--- src/hdl/cat_pkg.sv ---
package cat_pkg;

  // Defaults and fixed field widths
  localparam int unsigned MaxIdDef = 1024;
  localparam int unsigned IdW      = 16;
  localparam int unsigned MarkOutW = 11;
  localparam int unsigned StatusW  = 2;

  // Bitmap word geometry
  localparam int unsigned WordW = 32;
  localparam int unsigned BitAw = 5;

  typedef enum logic [1:0] {
    ST_ACCEPTED  = 2'd0,
    ST_DUPLICATE = 2'd1,
    ST_RANGE     = 2'd2
  } status_e;

  typedef enum logic [2:0] {
    S_CLEAR,
    S_IDLE,
    S_CHECK,
    S_ADV_RD,
    S_ADV_USE,
    S_DONE
  } state_e;

  // Controller to datapath
  typedef struct packed {
    logic clear_row;
    logic take;
    logic check;
    logic adv_rd;
    logic adv_use;
    logic load_out;
  } cmd_t;

  // Datapath to controller
  typedef struct packed {
    logic clear_last;
    logic id_bad;
    logic chk_more;
    logic adv_more;
    logic out_free;
  } sts_t;

endpackage

--- src/hdl/cat_if.sv ---
interface cat_ack_if;
  logic                        valid;
  logic                        ready;
  logic [cat_pkg::IdW-1:0]     ack_id;

  modport source (output valid, output ack_id, input ready);
  modport sink   (input valid, input ack_id, output ready);
endinterface

interface cat_res_if;
  logic                        valid;
  logic                        ready;
  logic [cat_pkg::MarkOutW-1:0] max_contiguous;
  logic [cat_pkg::StatusW-1:0]  status;

  modport source (output valid, output max_contiguous, output status, input ready);
  modport sink   (input valid, input max_contiguous, input status, output ready);
endinterface

--- src/hdl/cat_ctrl.sv ---
module cat_ctrl (
  input  logic          clk_i,
  input  logic          rst_ni,
  input  logic          ack_valid_i,
  input  cat_pkg::sts_t sts_i,
  output logic          ack_ready_o,
  output cat_pkg::cmd_t cmd_o
);

  cat_pkg::state_e state_q, state_d;

  // Hold state
  always_ff @(posedge clk_i or negedge rst_ni) begin
    if (!rst_ni) begin
      state_q <= cat_pkg::S_CLEAR;
    end else begin
      state_q <= state_d;
    end
  end

  // Next state
  always_comb begin
    state_d = state_q;
    case (state_q)
      cat_pkg::S_CLEAR: begin
        if (sts_i.clear_last) state_d = cat_pkg::S_IDLE;
      end
      cat_pkg::S_IDLE: begin
        if (ack_valid_i) begin
          if (!sts_i.id_bad) begin
            state_d = cat_pkg::S_CHECK;
          end else if (!sts_i.out_free) begin
            state_d = cat_pkg::S_DONE;
          end
        end
      end
      cat_pkg::S_CHECK: begin
        if (sts_i.chk_more) begin
          state_d = cat_pkg::S_ADV_RD;
        end else begin
          state_d = sts_i.out_free ? cat_pkg::S_IDLE : cat_pkg::S_DONE;
        end
      end
      cat_pkg::S_ADV_RD: begin
        state_d = cat_pkg::S_ADV_USE;
      end
      cat_pkg::S_ADV_USE: begin
        if (sts_i.adv_more) begin
          state_d = cat_pkg::S_ADV_RD;
        end else begin
          state_d = sts_i.out_free ? cat_pkg::S_IDLE : cat_pkg::S_DONE;
        end
      end
      cat_pkg::S_DONE: begin
        if (sts_i.out_free) state_d = cat_pkg::S_IDLE;
      end
      default: begin
        state_d = cat_pkg::S_CLEAR;
      end
    endcase
  end

  // Commands
  always_comb begin
    cmd_o       = '0;
    ack_ready_o = 1'b0;
    case (state_q)
      cat_pkg::S_CLEAR: begin
        cmd_o.clear_row = 1'b1;
      end
      cat_pkg::S_IDLE: begin
        ack_ready_o    = 1'b1;
        cmd_o.take     = ack_valid_i;
        cmd_o.load_out = ack_valid_i && sts_i.id_bad && sts_i.out_free;
      end
      cat_pkg::S_CHECK: begin
        cmd_o.check    = 1'b1;
        cmd_o.load_out = !sts_i.chk_more && sts_i.out_free;
      end
      cat_pkg::S_ADV_RD: begin
        cmd_o.adv_rd = 1'b1;
      end
      cat_pkg::S_ADV_USE: begin
        cmd_o.adv_use  = 1'b1;
        cmd_o.load_out = !sts_i.adv_more && sts_i.out_free;
      end
      cat_pkg::S_DONE: begin
        cmd_o.load_out = sts_i.out_free;
      end
      default: begin
        cmd_o = '0;
      end
    endcase
  end

  // The check step only follows an accepted transaction
  a_check_after_take: assert property (@(posedge clk_i) disable iff (!rst_ni)
    state_q == cat_pkg::S_CHECK |-> $past(state_q) == cat_pkg::S_IDLE)
    else $error("check step entered without an accepted transaction");

  // Every scan step uses a word that was just read
  a_use_after_read: assert property (@(posedge clk_i) disable iff (!rst_ni)
    state_q == cat_pkg::S_ADV_USE |-> $past(state_q) == cat_pkg::S_ADV_RD)
    else $error("scan step without a preceding read");

endmodule

--- src/hdl/cat_dpath.sv ---
module cat_dpath #(
  parameter int unsigned MaxId = cat_pkg::MaxIdDef
) (
  input  logic                         clk_i,
  input  logic                         rst_ni,
  input  cat_pkg::cmd_t                cmd_i,
  output cat_pkg::sts_t                sts_o,
  input  logic [cat_pkg::IdW-1:0]      ack_id_i,
  input  logic                         res_ready_i,
  output logic                         res_valid_o,
  output logic [cat_pkg::MarkOutW-1:0] res_max_contiguous_o,
  output logic [cat_pkg::StatusW-1:0]  res_status_o
);

  localparam int unsigned WordW = cat_pkg::WordW;
  localparam int unsigned BitAw = cat_pkg::BitAw;
  localparam int unsigned IdW   = cat_pkg::IdW;
  localparam int unsigned Rows  = (MaxId + WordW - 1) / WordW;
  localparam int unsigned RowAw = (Rows > 1) ? $clog2(Rows) : 1;
  localparam int unsigned MarkW = $clog2(MaxId + 1);
  localparam int unsigned NextW = RowAw + BitAw + 1;
  localparam int unsigned ExtW  = MarkW + IdW + NextW + cat_pkg::MarkOutW;

  localparam logic [NextW-1:0] MaxIdN  = NextW'(MaxId);
  localparam logic [IdW:0]     MaxIdI  = (IdW + 1)'(MaxId);
  localparam logic [MarkW-1:0] MaxIdM  = MarkW'(MaxId);
  localparam logic [RowAw-1:0] LastRow = RowAw'(Rows - 1);

  // Bitmap storage, one word per row
  logic [WordW-1:0] mem [Rows];
  logic [WordW-1:0] rdata_q;

  logic [RowAw-1:0]         clr_cnt_q, clr_cnt_d;
  logic [IdW-1:0]           idm1_q;
  logic [MarkW-1:0]         mark_q, mark_d;
  cat_pkg::status_e         status_q, status_d;
  logic                     res_valid_q, res_valid_d;
  logic [cat_pkg::MarkOutW-1:0] res_mark_q;
  logic [cat_pkg::StatusW-1:0]  res_status_q;

  logic [IdW-1:0]   idm1_in;
  logic [ExtW-1:0]  in_ext, id_ext, mark_ext, mark_d_ext;
  logic [RowAw-1:0] in_row, id_row, mark_row;
  logic [BitAw-1:0] id_bit, mark_bit, pos;
  logic             id_bad, dup, hit, found, at_end, cont;
  logic [WordW-1:0] set_word, scan_word, masked;
  logic [NextW-1:0] next_raw, next_mark;

  // Split numbers into row and bit
  always_comb begin
    idm1_in  = ack_id_i - IdW'(1);
    in_ext   = ExtW'(idm1_in);
    id_ext   = ExtW'(idm1_q);
    mark_ext = ExtW'(mark_q);
    in_row   = in_ext[RowAw+BitAw-1:BitAw];
    id_row   = id_ext[RowAw+BitAw-1:BitAw];
    id_bit   = id_ext[BitAw-1:0];
    mark_row = mark_ext[RowAw+BitAw-1:BitAw];
    mark_bit = mark_ext[BitAw-1:0];
  end

  // Classify the transaction
  assign id_bad   = (ack_id_i == '0) || ({1'b0, ack_id_i} > MaxIdI);
  assign dup      = rdata_q[id_bit];
  assign hit      = (id_ext == mark_ext);
  assign set_word = rdata_q | (WordW'(1) << id_bit);

  // Find the first clear bit at or above the mark within its word
  always_comb begin
    scan_word = cmd_i.check ? set_word : rdata_q;
    masked    = scan_word | ((WordW'(1) << mark_bit) - WordW'(1));
    found     = 1'b0;
    pos       = '0;
    for (int i = WordW - 1; i >= 0; i--) begin
      if (!masked[i]) begin
        found = 1'b1;
        pos   = BitAw'(i);
      end
    end
    if (found) begin
      next_raw = NextW'({mark_row, pos});
    end else begin
      next_raw = {({1'b0, mark_row} + (RowAw + 1)'(1)), {BitAw{1'b0}}};
    end
    at_end    = (next_raw >= MaxIdN);
    next_mark = at_end ? MaxIdN : next_raw;
    cont      = !found && !at_end;
  end

  // Status to the controller
  always_comb begin
    sts_o.clear_last = (clr_cnt_q == LastRow);
    sts_o.id_bad     = id_bad;
    sts_o.chk_more   = !dup && hit && cont;
    sts_o.adv_more   = cont;
    sts_o.out_free   = !res_valid_q || res_ready_i;
  end

  // Next mark, status and counters
  always_comb begin
    mark_d = mark_q;
    if ((cmd_i.check && !dup && hit) || cmd_i.adv_use) begin
      mark_d = next_mark[MarkW-1:0];
    end
    status_d = status_q;
    if (cmd_i.take && id_bad) begin
      status_d = cat_pkg::ST_RANGE;
    end else if (cmd_i.check) begin
      status_d = dup ? cat_pkg::ST_DUPLICATE : cat_pkg::ST_ACCEPTED;
    end
    clr_cnt_d  = cmd_i.clear_row ? clr_cnt_q + RowAw'(1) : clr_cnt_q;
    mark_d_ext = ExtW'(mark_d);
    if (cmd_i.load_out) begin
      res_valid_d = 1'b1;
    end else if (res_ready_i) begin
      res_valid_d = 1'b0;
    end else begin
      res_valid_d = res_valid_q;
    end
  end

  // Control registers
  always_ff @(posedge clk_i or negedge rst_ni) begin
    if (!rst_ni) begin
      clr_cnt_q   <= '0;
      mark_q      <= '0;
      status_q    <= cat_pkg::ST_ACCEPTED;
      res_valid_q <= 1'b0;
    end else begin
      clr_cnt_q   <= clr_cnt_d;
      mark_q      <= mark_d;
      status_q    <= status_d;
      res_valid_q <= res_valid_d;
    end
  end

  // Payload registers
  always_ff @(posedge clk_i) begin
    if (cmd_i.take) begin
      idm1_q <= idm1_in;
    end
    if (cmd_i.load_out) begin
      res_mark_q   <= mark_d_ext[cat_pkg::MarkOutW-1:0];
      res_status_q <= status_d;
    end
  end

  // Bitmap: one write port, one registered read port
  always_ff @(posedge clk_i) begin
    if (cmd_i.clear_row) begin
      mem[clr_cnt_q] <= '0;
    end else if (cmd_i.check && !dup) begin
      mem[id_row] <= set_word;
    end
    if (cmd_i.take && !id_bad) begin
      rdata_q <= mem[in_row];
    end else if (cmd_i.adv_rd) begin
      rdata_q <= mem[mark_row];
    end
  end

  assign res_valid_o          = res_valid_q;
  assign res_max_contiguous_o = res_mark_q;
  assign res_status_o         = res_status_q;

  a_mark_bound: assert property (@(posedge clk_i) disable iff (!rst_ni)
    mark_q <= MaxIdM)
    else $error("contiguous mark beyond the last number");

  a_mark_monotone: assert property (@(posedge clk_i) disable iff (!rst_ni)
    1'b1 |=> mark_q >= $past(mark_q))
    else $error("contiguous mark moved backward");

  a_no_overwrite: assert property (@(posedge clk_i) disable iff (!rst_ni)
    cmd_i.load_out |-> (!res_valid_q || res_ready_i))
    else $error("pending result overwritten");

endmodule

--- src/hdl/cumulative_ack_tracker_top.sv ---
// Channel  Dir  Modport  Payload                        Transaction when
// ack_i    in   sink     ack_id[15:0]                   valid && ready
// res_o    out  source   max_contiguous[10:0] status    valid && ready
//
// An out-of-range number is answered without a bitmap read. An in-range number
// is accepted, then checked against its bitmap word; when it lands on the mark,
// each further bitmap word the mark crosses adds one registered read of the
// bitmap RAM plus a find-first-zero over 32 bits.
// After reset a clearing pass zeroes the ceil(MaxId/32) bitmap rows in turn; no
// transaction is taken meanwhile. One result register sits on res_o: a new
// transaction is taken while a result waits, and the block holds its finished
// result until the register is free.
module cumulative_ack_tracker_top #(
  parameter int unsigned MaxId = cat_pkg::MaxIdDef
) (
  input  logic      clk_i,
  input  logic      rst_ni,
  cat_ack_if.sink   ack_i,
  cat_res_if.source res_o
);

  cat_pkg::cmd_t cmd;
  cat_pkg::sts_t sts;

  cat_ctrl u_ctrl (
    .clk_i       (clk_i),
    .rst_ni      (rst_ni),
    .ack_valid_i (ack_i.valid),
    .sts_i       (sts),
    .ack_ready_o (ack_i.ready),
    .cmd_o       (cmd)
  );

  cat_dpath #(
    .MaxId (MaxId)
  ) u_dpath (
    .clk_i                (clk_i),
    .rst_ni               (rst_ni),
    .cmd_i                (cmd),
    .sts_o                (sts),
    .ack_id_i             (ack_i.ack_id),
    .res_ready_i          (res_o.ready),
    .res_valid_o          (res_o.valid),
    .res_max_contiguous_o (res_o.max_contiguous),
    .res_status_o         (res_o.status)
  );

endmodule
--- src/flat_wrapper.sv ---
// flat-port wrapper written by rule: the top's interface ports become plain ports
module cumulative_ack_tracker_top_flat 
#(
  parameter int unsigned MaxId = cat_pkg::MaxIdDef
)
  (clk_i, rst_ni, ack_i_valid, ack_i_ack_id, ack_i_ready, res_o_valid, res_o_max_contiguous, res_o_status, res_o_ready);
  cat_ack_if ack_i_i ();
  cat_res_if res_o_i ();
  input  logic clk_i;
  input  logic rst_ni;
  input wire logic [$bits(ack_i_i.valid)-1:0] ack_i_valid;
  input wire logic [$bits(ack_i_i.ack_id)-1:0] ack_i_ack_id;
  output wire logic [$bits(ack_i_i.ready)-1:0] ack_i_ready;
  output wire logic [$bits(res_o_i.valid)-1:0] res_o_valid;
  output wire logic [$bits(res_o_i.max_contiguous)-1:0] res_o_max_contiguous;
  output wire logic [$bits(res_o_i.status)-1:0] res_o_status;
  input wire logic [$bits(res_o_i.ready)-1:0] res_o_ready;
  assign ack_i_i.valid = ack_i_valid;
  assign ack_i_i.ack_id = ack_i_ack_id;
  assign ack_i_ready = ack_i_i.ready;
  assign res_o_valid = res_o_i.valid;
  assign res_o_max_contiguous = res_o_i.max_contiguous;
  assign res_o_status = res_o_i.status;
  assign res_o_i.ready = res_o_ready;
  cumulative_ack_tracker_top #(.MaxId(MaxId)) u_core (.clk_i(clk_i), .rst_ni(rst_ni), .ack_i(ack_i_i), .res_o(res_o_i));
endmodule
--- config.mk ---
export PLATFORM = sky130hd
export DESIGN_NAME = cumulative_ack_tracker_top_flat
export DESIGN_NICKNAME = d
export VERILOG_FILES = /design/src/hdl/cat_pkg.sv /design/src/hdl/cat_if.sv /design/src/hdl/cat_ctrl.sv /design/src/hdl/cat_dpath.sv /design/src/hdl/cumulative_ack_tracker_top.sv /design/src/flat_wrapper.sv
export SDC_FILE = /design/constraint.sdc
export NUM_CORES = 2
export LEC_CHECK = 0
export BUFFER_PORTS_ARGS = -buffer_cell sky130_fd_sc_hd__buf_2
export CAP_MARGIN = 20
export CORE_MARGIN = 2
export CORE_UTILIZATION = 55
export CTS_BUF_LIST = sky130_fd_sc_hd__clkbuf_4
export DETAILED_ROUTE_END_ITERATION = 6
export PLACE_DENSITY_LB_ADDON = 0.08
export SETUP_SLACK_MARGIN = 0.02
export SLEW_MARGIN = 20
export SYNTH_ARGS = -nofsm -noshare
export SYNTH_HDL_FRONTEND = slang
export SYNTH_SLANG_ARGS = --single-unit
--- constraint.sdc ---
create_clock -name clk_i -period 10 [get_ports clk_i]
set_input_delay 1 -clock clk_i [delete_from_list [all_inputs] [get_ports clk_i]]
set_output_delay 1 -clock clk_i [all_outputs]
set_load 0.03 [all_outputs]
==> reports/results.ini <==
[worst_setup_path]
cp_data_required_time_ps = 10750
cp_slowest_cell = edfxtp_1
worst-path-buf-inv = 1
path_cells = mux4_2 > mux2_2 > a22o_1 > or3_2 > nor4b_1 > a31oi_1 > nor2_4 > buf_4
rr_endpoint = u_core.u_dpath.mem[10][15]
cp-endpoint = u_core.u_dpath.mem[10][15]
r2r_start = u_core.u_dpath.idm1_q[0]
cp-start-kind = flop
end_kind = flop
arrival_ps = 6080
startpoint = u_core.u_dpath.idm1_q[0]
cp_slowest_stage_delay_ps = 910
rrSetupSlack_ps = 4670
cp.depth = 8
crit_type = reg -> reg
path_delay_family = simple AND/OR/NAND/NOR gates
rr_worst_depth = 8
critPathMaxFanout = 23

[pwr]
powerDensity_nw_per_um2 = 163
p_leak_nw = 18.1
power.total_mw = 9.56
vdd_drop_max_uv = 117

[timing]
setup_viol = 0
period_minus_slack_ps = 5330
fin_hold_ws_ps = 145
finalHoldViolations = 0
tns_ps = 0
finalCritPeriodShare_pct = 53.3
rsz0062_at_grt = no
setup_ws_ps = 4670
timing.slew.headroom_pct = 22.7
slew_violations = 0
worstMarginPinSlew_ps = 1160
final.setup_skew_ps = 115
fmax_mhz = 188

[finish]
multi_input_area_um2 = 19000
layout_commonest_cell = edfxtp_1
final_util_pct = 61.5
drive_gt1_share_pct = 39.8
design_area_um2 = 58400
n_fill_cell = 6977
regArea_um2 = 33200
num-nets-final = 3006
syn2layout_area_growth_pct = 10.8
fin_cells = 4440
final_cell_mix = edfxtp_1, mux4_2, clkbuf_4

[drt]
drc = 0
dr.pass1.iters = 6
wire_per_inst_um = 37.0
vias = 32600
finalWirelength_um = 164000
postRouteAntennaNets = 0
avgViaCountPerCell = 7.34
drtIter0Drc = 4987

[cts]
htree_num_levels = 5
cts_resized = 0
cts_root_buf = clkbuf_4
cts.path.max_buffers = 4
post-cts-setup-buffers = 0
tritoncts = built
path_clk_slew_ps = 60
hold_buffers = 1
insertion_delay_ps = 1220
numCtsBuffers = 304
cts_sinks = 1107

[logic_synthesis]
synthTopCellsByArea = edfxtp_1, mux4_2, dfrtp_1
yosysTopAreaCell = edfxtp_1
synth_enable_flop_cells = 1085
synth-seq-area-share_pct = 62.8
synth_nets = 2793
async_reset_ff_share_pct = 1.99
synth_ff_type = edfxtp_1
syn_inst = 2768
yosysUniqueCellTypes = 88
synth_warnings = 0
ys_seq_elements = 1107
syn_area_um2 = 52800
synth_top_area_share_pct = 61.7
avgSynthCellArea_um2 = 19.1

[placed_design]
place_area_um2 = 54800
dp_slack_ps = 4750
placed_cells = 3939
gp_congestion = 0.953
port_buffers = 34
dp_hpwl_um = 90300

[floorplan]
die_h_um = 314
pin_count = 35
core_um2 = 95000
start_util_pct = 55.5
die_x_um = 314
dieArea_um2 = 98400
num_rows = 113

[job]
maxCapViolations = 0

[worst_hold_path]
hold_depth = 2
hold_path.class = in -> reg

[global_route]
grt_remaining_overflow = 0
antenna_found_initial = 3
grt_max_degree = 131
grt_pass1_wl_um = 234000
grt.total_usage_pct = 34.0
grt_pass1_vias = 32800

[run_status]
outcome = complete, no violations

[sequential cells by signal (all words and copies together), names as in the netlist]
register and cells:
u_core.u_ctrl.state_q 3, u_core.u_dpath.clr_cnt_q 5, u_core.u_dpath.idm1_q 16, u_core.u_dpath.mark_q 11, u_core.u_dpath.mem 1024, u_core.u_dpath.rdata_q 32, u_core.u_dpath.res_max_contiguous_o 11, u_core.u_dpath.res_status_o 2
u_core.u_dpath.res_valid_o 1, u_core.u_dpath.status_q 2
[worst register-to-register path: cells and delay by family, from the launching register on]
| kind | cells | cell delay, ps |
|---|---|---|
| and+or+nand+nor | 3 | 1860 |
| AOI/OAI and AO/OA | 2 | 530 |
| DFF | 1 | 910 |
| buffers and inverters | 1 | 690 |
| muxes | 2 | 880 |
[cell families after synthesis]
| group | synth area share, % |
|---|---|
| adders and majority gates | 0.119 |
| AOI/OAI and AO/OA | 5.22 |
| muxes | 25.6 |
| xor gates and xnor gates | 0.465 |
| DFF | 62.8 |
| and+or+nand+nor | 3.75 |
| buffers and inverters | 2.05 |
[worst min path at each step]
stage | start | end | slack, ps
4_1_cts | ack_i_ack_id[0] | u_core.u_dpath.idm1_q[0] | 20
6_report | ack_i_ack_id[3] | u_core.u_dpath.idm1_q[3] | 140
5_1_grt | ack_i_ack_id[0] | u_core.u_dpath.idm1_q[0] | 60
3_5_place_dp | u_core.u_dpath.status_q[1] | u_core.u_dpath.status_q[1] | 550
2_1_floorplan | u_core.u_dpath.status_q[1] | u_core.u_dpath.status_q[1] | 450
3_3_place_gp | u_core.u_dpath.status_q[1] | u_core.u_dpath.status_q[1] | 540
[final cells by class]
| cell class | count | share of cell area, % |
|---|---|---|
| flip-flops and latches | 1107 | 56.7 |
| repair buffers | 142 | 1.89 |
| clock inverters | 75 | 0.649 |
| clock buffers | 420 | 5.39 |
| diodes | 5 | 0.0214 |
| inverters | 15 | 0.0985 |
| multi-input cells | 1411 | 32.5 |
| well taps | 1265 | 2.71 |
[synth_stat cells (20+ instances only)]
master,number
xor2_1,20
buf_1,29
o21ai_0,23
a211o_1,38
clkbuf_1,115
a22o_1,35
dfrtp_1,22
edfxtp_1,1085
buf_2,79
a211oi_1,40
a31oi_1,50
mux4_2,584
nor2_1,98
nand3_1,27
a21oi_1,81
mux2i_1,32
nor2b_1,46
o22ai_1,33
nand2_1,68
[report_power, final]
part           total [mW]  internal [mW]  switching, mW
Clock                3.85           2.00           1.85
Combinational       0.624          0.245          0.379
Sequential           5.08           5.05         0.0289
[layer usage]
layer,wire length [um],track usage (%),vias to the layer above
li1,-,-,12600
met1,61200,48.4,17100
met2,75300,50.5,2505
met3,21500,9.53,408
met4,6340,13.1,0
met5,0,0,-
No activity file was read; power rests on OpenSTA's default activity.
